**config.mk**
```make
export PLATFORM = sky130hd
export DESIGN_NAME = rnfr_cmd_queue
export DESIGN_NICKNAME = d
export VERILOG_FILES = /design/src/sv/assert_macros.svh /design/src/sv/rnfr_pkg.sv /design/src/sv/rnfr_cmd_queue.sv
export SDC_FILE = /design/constraint.sdc
export NUM_CORES = 1
export LEC_CHECK = 0
export BUFFER_PORTS_ARGS = -buffer_cell sky130_fd_sc_hd__buf_2
export CAP_MARGIN = 15
export CORE_ASPECT_RATIO = 1.4
export CORE_MARGIN = 8
export CORE_UTILIZATION = 50
export CTS_BUF_LIST = sky130_fd_sc_hd__clkbuf_2 sky130_fd_sc_hd__clkbuf_4 sky130_fd_sc_hd__clkbuf_8
export CTS_CLUSTER_DIAMETER = 60
export CTS_CLUSTER_SIZE = 20
export DETAILED_ROUTE_END_ITERATION = 8
export PLACE_DENSITY = 0.76
export RECOVER_POWER = 25
export SLEW_MARGIN = 30
export SYNTH_ARGS = -nofsm -noshare
export SYNTH_HDL_FRONTEND = slang
export SYNTH_SLANG_ARGS = --single-unit
```
**constraint.sdc**
```tcl
create_clock -name clk -period 3.5 [get_ports clk]
set_clock_uncertainty 0.2 [all_clocks]
set_input_delay 0.175 -clock clk [delete_from_list [all_inputs] [get_ports clk]]
set_output_delay 0.175 -clock clk [all_outputs]
set_load 0.005 [all_outputs]
```
**src/sv/assert_macros.svh**
```systemverilog
// ----------------------------------------------------------------------------
// assert_macros.svh
// Assertion shorthands for the ring node frame relay.
// ----------------------------------------------------------------------------
`ifndef ASSERT_MACROS_SVH
`define ASSERT_MACROS_SVH

// Property checked on every clock edge out of reset.
`define RNFR_ASSERT(label, clk, rst_n, prop, msg) \
    label: assert property (@(posedge clk) disable iff (!rst_n) (prop)) \
        else $error(msg);

// Condition on one edge implies a consequence on the next edge.
`define RNFR_ASSERT_NEXT(label, clk, rst_n, ante, cons, msg) \
    label: assert property (@(posedge clk) disable iff (!rst_n) (ante) |=> (cons)) \
        else $error(msg);

`endif

```
**src/sv/rnfr_pkg.sv**
```systemverilog
// ----------------------------------------------------------------------------
// rnfr_pkg
// Types, codes and constants shared by the ring node frame relay.
// ----------------------------------------------------------------------------
package rnfr_pkg;

    localparam int DEFAULT_PAYLOAD_DEPTH = 256;
    localparam int CMD_QUEUE_DEPTH       = 4;

    localparam logic [7:0] TOKEN_BYTE = 8'h31;
    localparam logic [7:0] FRAME_FLAG = 8'h30;

    typedef enum logic [2:0] {
        FUNC_RING   = 3'd0,
        FUNC_HEADER = 3'd1,
        FUNC_LOAD   = 3'd2,
        FUNC_STOP   = 3'd3,
        FUNC_START  = 3'd4
    } func_t;

    typedef enum logic [2:0] {
        OP_RING   = 3'd0,
        OP_HEADER = 3'd1,
        OP_LOAD   = 3'd2,
        OP_STOP   = 3'd3,
        OP_START  = 3'd4
    } op_t;

    typedef enum logic [5:0] {
        PH_FLAG = 6'b000001,
        PH_DEST = 6'b000010,
        PH_SRC  = 6'b000100,
        PH_LEN  = 6'b001000,
        PH_DATA = 6'b010000,
        PH_DONE = 6'b100000
    } phase_t;

    typedef struct packed {
        logic [2:0] func;
        logic [7:0] ring_byte;
        logic [7:0] dest_addr;
        logic [7:0] src_addr;
        logic [7:0] frame_length;
        logic [7:0] payload_byte;
    } req_item_t;

    typedef struct packed {
        logic [7:0]  tx_byte;
        logic [31:0] frames_received;
        logic [31:0] frames_sent;
        logic        frame_pending;
        logic        stopped;
    } rsp_item_t;

    typedef struct packed {
        logic [7:0] node_id;
    } cfg_item_t;

    typedef struct packed {
        op_t        op;
        logic [7:0] data;
        logic [7:0] dest;
        logic [7:0] src;
        logic [7:0] len;
    } cmd_t;

    typedef struct packed {
        logic sending;
        logic pending;
        logic halted;
    } status_t;

endpackage

```
**src/sv/rnfr_cmd_queue.sv**
```systemverilog
// ----------------------------------------------------------------------------
// rnfr_cmd_queue
// Short FIFO of decoded commands between front and back.
// ----------------------------------------------------------------------------
module rnfr_cmd_queue (
    input  logic           clk,
    input  logic           rst_n,
    input  logic           push_valid,
    output logic           push_ready,
    input  rnfr_pkg::cmd_t push_data,
    output logic           pop_valid,
    input  logic           pop_ready,
    output rnfr_pkg::cmd_t pop_data
);
    import rnfr_pkg::*;

    localparam int PW = (CMD_QUEUE_DEPTH > 1) ? $clog2(CMD_QUEUE_DEPTH) : 1;
    localparam int CW = $clog2(CMD_QUEUE_DEPTH + 1);

    cmd_t          entries_reg [CMD_QUEUE_DEPTH];
    logic [PW-1:0] wr_ptr_reg, wr_ptr_next;
    logic [PW-1:0] rd_ptr_reg, rd_ptr_next;
    logic [CW-1:0] count_reg, count_next;
    logic          do_push, do_pop;

    assign push_ready = (count_reg != CW'(CMD_QUEUE_DEPTH));
    assign pop_valid  = (count_reg != '0);
    assign pop_data   = entries_reg[rd_ptr_reg];
    assign do_push    = push_valid && push_ready;
    assign do_pop     = pop_valid && pop_ready;

    always_comb
    begin
        wr_ptr_next = wr_ptr_reg;
        rd_ptr_next = rd_ptr_reg;
        count_next  = count_reg;
        if (do_push)
        begin
            wr_ptr_next = (wr_ptr_reg == PW'(CMD_QUEUE_DEPTH - 1)) ? '0 : wr_ptr_reg + 1'b1;
        end
        if (do_pop)
        begin
            rd_ptr_next = (rd_ptr_reg == PW'(CMD_QUEUE_DEPTH - 1)) ? '0 : rd_ptr_reg + 1'b1;
        end
        if (do_push && !do_pop)
        begin
            count_next = count_reg + 1'b1;
        end
        else if (do_pop && !do_push)
        begin
            count_next = count_reg - 1'b1;
        end
    end

    always_ff @(posedge clk or negedge rst_n)
    begin
        if (!rst_n)
        begin
            wr_ptr_reg <= '0;
            rd_ptr_reg <= '0;
            count_reg  <= '0;
        end
        else
        begin
            wr_ptr_reg <= wr_ptr_next;
            rd_ptr_reg <= rd_ptr_next;
            count_reg  <= count_next;
        end
    end

    always_ff @(posedge clk)
    begin
        if (do_push)
        begin
            entries_reg[wr_ptr_reg] <= push_data;
        end
    end

endmodule

```
Yosys cells after proc, flatten, opt, wreduce, memory -nomap -nowiden
Memory sizes are Yosys's and may differ from the RTL's. Cells that the tools add are included.

Register bits after elaboration: 7. Bits in writable memories: 140. Input port bits: 39. Output and inout bits: 37. Logic and storage cells: 25. Memories kept: 1.

Memories: entries_reg (words 4, bits a word 35, read ports 1, clocked after memory_dff 0, write ports 1, line rnfr_cmd_queue.sv:20) `cmd_t entries_reg [CMD_QUEUE_DEPTH];`.

Add/sub/neg operators: 4. Equal/unequal tests: 3. Mux-type cells: 6. Reductions and logical operators: 8.

Operator list (number): 3-bit two-way mux (2); 2-bit by 1-bit adder with 2-bit output, second input constant (2); 2-bit equality test, second input constant (2); 1-bit logical AND (4); 2-bit two-way mux (2); 3-bit by 1-bit adder with 3-bit output, second input constant (1); 3-bit inequality test, second input constant (1); 3-bit nonzero test (1); 3-bit by 1-bit subtractor with 3-bit output, second input constant (1); 1-bit zero test (2); 1-bit two-way mux (2); 2-bit nonzero test (1).

Logic depth before layout (Yosys ltp)
Depth in word-level cells: 6. Depth in mapped cells: 8. Gate-level depth less buffers: 8.

Worst setup path after synthesis
Ideal clock, no wire load.

Path type: register -> register. Start point: register count_reg[1]. End point: register count_reg[2]. Library setup time: 0.079 ns. Data arrival time: 2.008 ns. Required time: 3.221 ns. Setup slack: 1.213 ns. Cell stages (with the launch flop): 9. Path through: dfrtp_1 > or3_2 > nand2_1 > ha_1 > inv_1 > fa_1 > xor2_1 > nor2_1 > xor2_1.

Longest elaborated chain between the ends: 5. Elaborated cells on any way between the ends: 13. Those cells by class: 2 x add/sub; 1 x eq/ne; 2 x mux; 8 x reduce/logical.

RTL lines: start, declared (line rnfr_cmd_queue.sv:23) `logic [CW-1:0] count_reg, count_next;`; start signal, assigned (line rnfr_cmd_queue.sv:67) `count_reg <= count_next;`; 3-bit nonzero test (*) (line rnfr_cmd_queue.sv:27) `assign pop_valid = (count_reg != '0);`; via pop_valid (line rnfr_cmd_queue.sv:11) `output logic pop_valid,`; 1-bit logical AND (*) (line rnfr_cmd_queue.sv:30) `assign do_pop = pop_valid && pop_ready;`; 1-bit zero test (line rnfr_cmd_queue.sv:45) `if (do_push && !do_pop)`; 1-bit logical AND (line rnfr_cmd_queue.sv:45); 3-bit two-way mux or 2-bit nonzero test (tied branches).

Mark *: on every way through the listed nets, which the timed path passes. The rest lies on a longest branch. The select of a mux whose other input is x is not followed. A chain may end at the register's enable or synchronous reset.

==> results.yml <==
global_routing:
  antenna_violations_before_repair: 0
  grt_pass1_wl_um: 15600
  grt-ovfl-total: 0
  grt_util_all_layers_pct: 14.4
  grt_max_degree: 38
  vias_in_the_first_global_route: 2902
placement:
  placed_instance_area_mm2: 0.00601
  dp_cells: 429
  dp_hpwl_um: 6030
  buffer_ports.inserted: 75
  dpl_worst_slack_ns: 1.10
  gp_congestion: 0.710
cells_and_area:
  layout.cells.most_common_list: "edfxtp_1, buf_2, dlygate4sd3_1, mux4_2, clkbuf_1"
  largest_register_ffs: 140
  fin_cells: 497
  design.final.nets: 393
  antenna-diode-count: 0
  synthToLayoutAreaGrowth_pct: 22.4
  layout.cells.most_common: "edfxtp_1"
  design_area_mm2: 0.00671
  drive_gt1_share_pct: 36.2
yosys:
  synth_warnings: 0
  syn_nets: 265
  synth_seq_cells: 147
  synth_top_family_by_area: "multiplexers"
  synthesis.area_per_instance_um2: 25.0
  synthXorXnorAreaFrac_pct: 0.479
  synthDistinctLibCells: 19
  synth_simple_gate_area_share_pct: 1.32
  postSynthCellCount: 219
  synth_seq_area_share_pct: 79.9
  proportion_of_synthesized_area_in_mux_cells_pct: 15.5
  synth-adder-area-share_pct: 1.73
  synth-compound-area-share_pct: 0
  netlist_area_mm2: 0.00548
pwr:
  power.ir.vdd_worst_v: 0.000570
  total_leakage_power_nw: 2.31
  pwr-share-clk_pct: 21.1
  power.net_switching_mw: 1.41
  pwr_density_cell_mw_per_mm2: 756
  power_frac_comb_pct: 28.2
  power_report.internal_total_mw: 3.66
  part_of_the_power_in_registers_pct: 50.7
  swShare_pct: 27.8
critical_path:
  critical_path_class: "reg2out"
  worstSetupStartpoint: "rd_ptr_reg[0]"
  cpPeakStageDelay_ns: 0.66
  worstPathCellList: "buf_4 -> mux4_2 -> buf_2"
  setup.worst_path.end: "pop_data[7]"
  regToRegStartpoint: "count_reg[1]"
  crit_fanout: 14
  r2r.worst_path.cells: 8
  kind_of_start_point_of_the_critical_path: "register"
  timing.rr.end: "count_reg[2]"
  worst_setup_path_end_kind: "output pin"
  rrSetupSlack_ns: 1.09
  worst-endpoint-arrival_ns: 2.17
  cpMaxStageDelayCell: "dfrtp_2"
  critPathRequiredTime_ns: 3.12
sta:
  fin_setup_tns_ns: 0
  number_of_endpoints_failing_setup_at_the_final_stage: 0
  layout_setup_ws_ns: 0.952
  timing.final.crit_period_ns: 2.55
  max_freq_ghz: 0.392
  timing_worst_slew_pin_value_ns: 0.930
  final.hold.worst_slack_ns: 0.289
  timing.final.hold_violations: 0
  drv_slew: 0
  grt_setup_unrepaired: "no"
  min_period_over_period_pct: 72.8
  max-slew-margin-rel_pct: 38.0
floorplan:
  std_cell_rows: 45
  effective_utilization_at_floorplan_pct: 51.0
  area_of_the_core_mm2: 0.0108
  dieWidth_um: 104
  design.portCount: 76
  chipHeight_um: 140
  die-area_mm2: 0.0146
detailed_routing:
  detail_route.iter0.violations: 123
  postRouteWirelength_um: 9880
  antenna_left: 0
  wl_per_cell_um: 19.9
  drt-pass1-iter-count: 4
  dr_drc_count: 0
  num_vias: 2596
  drt-vias-per-instance: 5.22
clocking:
  cts_root_buffer: "clkbuf_8"
  cts-htree-levels: 4
  resize_count_post_cts: 0
  clk_path_buf_depth: 2
  cts.hold.buffers_added: 39
  clock-sinks: 147
  post-cts-setup-buffer-count: 0
  clock_tree_from_tritoncts: "yes"
  tritoncts.num_buffers: 17
  clkLatencyLatePin_ns: 0.42
  cts.clk_slew.worst_paths_ns: 0.07
flow_run:
  drv_cap: 0
outcome:
  run_status: "completed"
hold_path:
  worstHoldPathType: "reg2reg"
[worst max-delay path: cells and delay by family, from the launching register on]
family,cells,cell delay (ns)
flops,1,0.66
mux,1,0.55
buf+inv,2,0.53
[cell families (layout without fill, tap and decap cells)]
group	count (synthesis)	after routing
simple gates	11	11
xor+xnor	3	3
buf+inv	11	148
mux	40	40
flops	147	147
fa+ha+maj	7	7
[per-layer routing]
layer | routed length [µm] | track usage (%) | up-vias
li1 | - | - | 1174
met1 | 3840 | 14.9 | 1332
met2 | 5420 | 25.3 | 77
met3 | 474 | 5.41 | 13
met4 | 151 | 6.12 | 0
met5 | 0 | 0 | -
[stage by stage]
stage | power (mW) | util [%]
floorplan | 3.45 | -
global placement | 4.00 | 55.8
detailed placement | 4.04 | 55.8
CTS | 5.15 | 62.4
global route | 5.34 | 62.4
finish | 5.07 | 62.4
[cell type report]
| type | count | area (µm²) |
|---|---|---|
| clock inverters | 10 | 71.3 |
| clock buffers | 18 | 241 |
| repair buffers | 117 | 782 |
| flip-flops and latches | 147 | 4380 |
| multi-input cells | 61 | 1050 |
| inverters | 3 | 11.3 |
| fillers | 748 | 4040 |
| well taps | 141 | 176 |
[how the worst min path moves through the flow]
stage | cells after the start | to | startpoint | slack, ns
detailed placement | 1 | count_reg[2] | rst_n | -0.18
CTS | 2 | entries_reg[3][16] | push_data[16] | 0.26
global placement | 1 | wr_ptr_reg[0] | rst_n | -0.18
floorplan | 0 | count_reg[0] | rst_n | -0.32
finish | 1 | count_reg[2] | count_reg[2] | 0.29
global route | 1 | count_reg[2] | count_reg[2] | 0.30
[cell usage after synthesis, drive strengths merged]
| cell | n | area (µm²) |
|---|---|---|
| or3b | 1 | 11.3 |
| mux2 | 5 | 63.8 |
| buf | 8 | 45.0 |
| ha | 6 | 75.1 |
| inv | 3 | 11.3 |
| and2 | 1 | 8.76 |
| edfxtp | 140 | 4200 |
| or3 | 1 | 7.51 |
| mux4 | 35 | 788 |
| nand2 | 1 | 3.75 |
| nor2 | 3 | 11.3 |
| xor2 | 2 | 17.5 |
| and3 | 4 | 30.0 |
| xnor2 | 1 | 8.76 |
| dfrtp | 7 | 175 |
| fa | 1 | 20.0 |
[power by group through the flow]
stage	Sequential, mW	Combinational, mW	Clock (mW)
finish	2.57	1.43	1.07
global route	2.61	1.56	1.17
CTS	2.59	1.46	1.10
detailed placement	2.62	1.42	0
global placement	2.59	1.41	0
floorplan	2.44	1.01	0
Note: power is estimated with default switching activity, not from simulation.
